===== src/sv/nbw_pkg.sv =====
// ----------------------------------------------------------------------------
// nbw_pkg
// shared types, constants and exp tables for the neighbor edge weight block
// ----------------------------------------------------------------------------
`default_nettype none
package nbw_pkg;

  localparam int CHANNEL_BITS  = 8;
  localparam int MAX_WIDTH_DEF = 1024;
  localparam int MAX_HEIGHT    = 4096;
  localparam int ROW_BITS      = 12;
  localparam int PIX_BITS      = 3 * CHANNEL_BITS;
  localparam int D2_BITS       = 2 * CHANNEL_BITS + 2;
  localparam int TASK_DEPTH    = 2;
  localparam int WGT_BITS      = 24;
  localparam logic [15:0] INV_SQRT2_Q16 = 16'd46341;

  typedef enum logic [1:0] {
    CFG_IMAGE_WIDTH  = 2'd0,
    CFG_IMAGE_HEIGHT = 2'd1,
    CFG_BETA         = 2'd2,
    CFG_GAMMA        = 2'd3
  } cfg_index_t;

  // neighbour slots, also the back end's lane order
  typedef enum logic [1:0] {
    NB_LEFT    = 2'd0,
    NB_UPLEFT  = 2'd1,
    NB_UP      = 2'd2,
    NB_UPRIGHT = 2'd3
  } nb_lane_t;

  typedef struct packed {
    logic [7:0] chan0;
    logic [7:0] chan1;
    logic [7:0] chan2;
  } in_word_t;

  typedef struct packed {
    logic [23:0] left_weight;
    logic [23:0] upleft_weight;
    logic [23:0] up_weight;
    logic [23:0] upright_weight;
    logic        end_of_frame;
  } out_word_t;

  typedef logic [PIX_BITS-1:0] pixel_t;

  typedef struct packed {
    pixel_t            cur;
    pixel_t [3:0]      nbr;      // indexed by nb_lane_t
    logic   [3:0]      nb_ok;    // neighbour lies inside the image
    logic              eof;
  } task_t;

  function automatic pixel_t pack_pixel(in_word_t w);
    pack_pixel = {w.chan2[CHANNEL_BITS-1:0], w.chan1[CHANNEL_BITS-1:0],
                  w.chan0[CHANNEL_BITS-1:0]};
  endfunction

  function automatic logic [D2_BITS-1:0] dist2(pixel_t p, pixel_t q);
    logic [CHANNEL_BITS-1:0] a, b, d;
    logic [D2_BITS-1:0]      s;
    s = '0;
    for (int i = 0; i < 3; i++) begin
      a = p[i*CHANNEL_BITS +: CHANNEL_BITS];
      b = q[i*CHANNEL_BITS +: CHANNEL_BITS];
      d = (a > b) ? a - b : b - a;
      s = s + D2_BITS'(d) * D2_BITS'(d);
    end
    dist2 = s;
  endfunction

  // exp(-n), UQ1.16
  function automatic logic [16:0] exp_int(logic [3:0] n);
    unique case (n)
      4'd0:    exp_int = 17'd65536;
      4'd1:    exp_int = 17'd24109;
      4'd2:    exp_int = 17'd8869;
      4'd3:    exp_int = 17'd3263;
      4'd4:    exp_int = 17'd1200;
      4'd5:    exp_int = 17'd442;
      4'd6:    exp_int = 17'd162;
      4'd7:    exp_int = 17'd60;
      4'd8:    exp_int = 17'd22;
      4'd9:    exp_int = 17'd8;
      4'd10:   exp_int = 17'd3;
      4'd11:   exp_int = 17'd1;
      default: exp_int = 17'd0;
    endcase
  endfunction

  // exp(-k/16), UQ1.16
  function automatic logic [16:0] exp_frac(logic [3:0] k);
    unique case (k)
      4'd0:  exp_frac = 17'd65536;
      4'd1:  exp_frac = 17'd61565;
      4'd2:  exp_frac = 17'd57835;
      4'd3:  exp_frac = 17'd54331;
      4'd4:  exp_frac = 17'd51039;
      4'd5:  exp_frac = 17'd47947;
      4'd6:  exp_frac = 17'd45042;
      4'd7:  exp_frac = 17'd42313;
      4'd8:  exp_frac = 17'd39750;
      4'd9:  exp_frac = 17'd37341;
      4'd10: exp_frac = 17'd35079;
      4'd11: exp_frac = 17'd32954;
      4'd12: exp_frac = 17'd30957;
      4'd13: exp_frac = 17'd29081;
      4'd14: exp_frac = 17'd27319;
      4'd15: exp_frac = 17'd25664;
      default: exp_frac = 17'd0;
    endcase
  endfunction

endpackage
`default_nettype wire


===== src/sv/nbw_queue.sv =====
// ----------------------------------------------------------------------------
// nbw_queue
// short task queue between front and back
// ----------------------------------------------------------------------------
`default_nettype none
module nbw_queue #(
  parameter int DEPTH = nbw_pkg::TASK_DEPTH
) (
  input  wire logic            clk,
  input  wire logic            rst_n,
  input  wire logic            push,
  input  wire nbw_pkg::task_t  wdata,
  output logic                 full,
  input  wire logic            pop,
  output nbw_pkg::task_t       rdata,
  output logic                 empty
);
  import nbw_pkg::*;

  localparam int PW = (DEPTH > 1) ? $clog2(DEPTH) : 1;
  localparam int NW = $clog2(DEPTH + 1);

  task_t          slot_r [DEPTH];
  logic [PW-1:0]  wptr_r, rptr_r;
  logic [NW-1:0]  cnt_r;

  assign full  = (32'(cnt_r) == DEPTH);
  assign empty = (cnt_r == '0);
  assign rdata = slot_r[rptr_r];

  always_ff @(posedge clk) begin
    if (!rst_n) begin
      wptr_r <= '0;
      rptr_r <= '0;
      cnt_r  <= '0;
    end else begin
      if (push && !full) begin
        wptr_r <= (32'(wptr_r) == DEPTH - 1) ? '0 : wptr_r + PW'(1);
      end
      if (pop && !empty) begin
        rptr_r <= (32'(rptr_r) == DEPTH - 1) ? '0 : rptr_r + PW'(1);
      end
      cnt_r <= cnt_r + NW'(push && !full) - NW'(pop && !empty);
    end
  end

  always_ff @(posedge clk) begin
    if (push && !full) begin
      slot_r[wptr_r] <= wdata;
    end
  end
endmodule
`default_nettype wire


===== config.mk =====
export PLATFORM = sky130hd
export DESIGN_NAME = nbw_queue
export DESIGN_NICKNAME = d
export VERILOG_FILES = /design/src/sv/nbw_pkg.sv /design/src/sv/nbw_queue.sv
export SDC_FILE = /design/constraint.sdc
export NUM_CORES = 1
export LEC_CHECK = 0
export BUFFER_PORTS_ARGS = -buffer_cell sky130_fd_sc_hd__buf_4
export CAP_MARGIN = 20
export CORE_ASPECT_RATIO = 0.5
export CORE_MARGIN = 2
export CORE_UTILIZATION = 52
export DETAILED_ROUTE_END_ITERATION = 8
export PLACE_DENSITY = 0.86
export SLEW_MARGIN = 10
export SYNTH_ARGS = -nofsm -noshare
export SYNTH_HDL_FRONTEND = slang
export SYNTH_SLANG_ARGS = --single-unit

===== constraint.sdc =====
create_clock -name clk -period 9.15 [get_ports clk]
set_input_delay 0.915 -clock clk [delete_from_list [all_inputs] [get_ports clk]]
set_output_delay 0.915 -clock clk [all_outputs]
set_load 0.02 [all_outputs]

==> out/qor.csv <==
metric,value,unit
syn_area_per_cell,22.7,µm²
syn_inst,416,
min_from,wptr_r,
fin_util,69.8,%
nNetsFinal,818,
layout-drive-gt1-share,59.2,%
antenna_found_initial,0,
drv_cap,0,
cts_root_buf,clkbuf_16,
synth_nets,547,
wl,18900,µm
drtIter0Drc,247,
firstDrtPassIters,4,
rsz0062_at_grt,no,
n_fill_cell,1123,
dpl.hpwl,12400,µm
tightest_slew,1.00,ns
cts_setup_buffers,0,
syn-cell-area,0.00945,mm²
clock_latency,0.50,ns
routedWlPerCell,20.2,µm
top_usage_layer,met2,
fin_crit_sh,42.7,%
clk_pin_slew,0.06,ns
p_per_area,295,mW/mm²
clock_sinks,255,
leakagePower,4.67,nW
cts_tree,yes,
dieArea,0.0193,mm²
chipWidth,195,µm
final_common_cell,buf_4,
io_pins,256,
drc,0,
insertedDiodeCount,0,
cts_buffer_depth,3,
cp.required,8.24,ns
hold_path.class,register to register,
viasPerCell,5.08,
place_congestion,0.779,
io_buffers,255,
cts_buffers,23,
track_usage,18.7,%
critPathMaxFanout,64,
cts-hold-fix-buffers,0,
overflow,0,
hold_viol,0,
gr-usage-met1,22.1,%
start_util,53.8,%
synth.yosys.warnings,0,
critPathMaxStageDelay,0.96,ns
dr_total_vias,4751,
seq_area,0.00761,mm²
crit_chain,buf_4 > mux2_2 > buf_4,
cts_resized,0,
grt_pass1_vias,4986,
grt_use_met2,34.9,%
grtUsageMet3,3.53,%
ant_nets,0,
critPathArrivalTime,2.99,ns
die_height,99.3,µm
finalSetupViolCount,0,
fin_skew,0.0116,ns
yosysSeqAreaShare,80.5,%
tns,0,ns
grt_pass1_wl,27700,µm
crit_slowest_cell,dfxtp_4,
slew_viol_final,0,
rows,34,
status,"complete, no violations",
r2r_start,cnt_r[0],
htreeDepth,1,
layout_common_cells,"buf_4 (259), edfxtp_1 (250), mux2_2 (75)",
worstSetupPathType,register to output port,
ys_ff_latch,255,
fmax,256,MHz
critPathLaunchType,register,
period_needed,3.91,ns
grt_max_degree,85,
maxSlewHeadroom,33.3,%
cp-end-kind,output port,
coreArea,0.0176,mm²
worst_path_most_repeated_cell,buf_4,
multi_input_area,0.00173,mm²
ys_types,18,
ir_drop,145,µV
area_growth,29.8,%
==> metal layers <==
layer  part of all wire, %  vias to the layer above
met5                     0                        -
met4                   3.2                        0
met3                   4.1                       43
met2                    54                      142
met1                    39                     2377
li1                      -                     2189
==> sequential cells by signal, summed over array words and instances, names as in the netlist, named ones only <==
register,flops
cnt_r,2
rptr_r,1
slot_r,250
wptr_r,1
==> Yosys cell counts (all sizes together) <==
cell type    n  area (µm²)
inv          3        11.3
buf         14         114
mux2i        1        10.0
nand2        2        7.51
xor2         1        8.76
nor2         5        18.8
nand2b       2        12.5
o21a         1        7.51
xnor2        1        8.76
and2         2        12.5
ha           2        25.0
nor3         1        5.00
dfxtp        5         100
mux2       125        1600
and3         1        6.26
edfxtp     250        7510
==> layout make-up <==
class                           instances  area share [%]
Clock buffer                           31            4.94
Clock inverter                          8           0.316
Inverter                                3          0.0918
Multi-Input combinational cell        144            14.1
Sequential cell                       255            62.1
Tap cell                              234            2.39
Timing Repair Buffer                  260            16.1
==> stage by stage <==
stage	setup WS, ns	cells	hold slack (ns)	total power, mW	cell area (µm²)
CTS	5.15	934	0.548	3.65	12200
detailed placement	5.62	895	0.536	2.79	11600
floorplan	2.34	416	0.455	2.36	9450
global route	5.05	935	0.566	3.75	12300
global placement	5.68	895	0.498	2.76	11600
finish	5.24	935	0.546	3.61	12300
==> worst paths after layout <==
kind,endpoint,slack (ns),cells after the start
max,rdata[33],5.24,3
min,wptr_r,0.55,2
max reg2reg,slot_r[0][57],6.07,5
min reg2reg,wptr_r,0.55,2
==> critical path, delay by kind of cell (launching register included) <==
kind / cells / cell delay [ns]
buffers and inverters: 2 / 1.04
flip-flops: 1 / 0.96
multiplexers: 1 / 0.43
==> report_power, final <==
group,switching (mW),internal [mW]
clock,0.386,0.463
combinational,0.602,0.560
sequential,0.0945,1.51
total,1.08,2.53
==> cells by family (layout without fill, tap and decap cells) <==
family | after synthesis | after routing | share of synthesized area, %
buffers and inverters | 17 | 302 | 1.32
flip-flops | 255 | 255 | 80.5
multiplexers | 126 | 126 | 17.0
XOR/XNOR | 2 | 2 | 0.185
AO/OA/AOI/OAI | 1 | 1 | 0.0795
AND/OR/NAND/NOR | 13 | 13 | 0.662
adder cells (fa/ha/maj) | 2 | 2 | 0.265
Power figures use the tool's default switching activity.
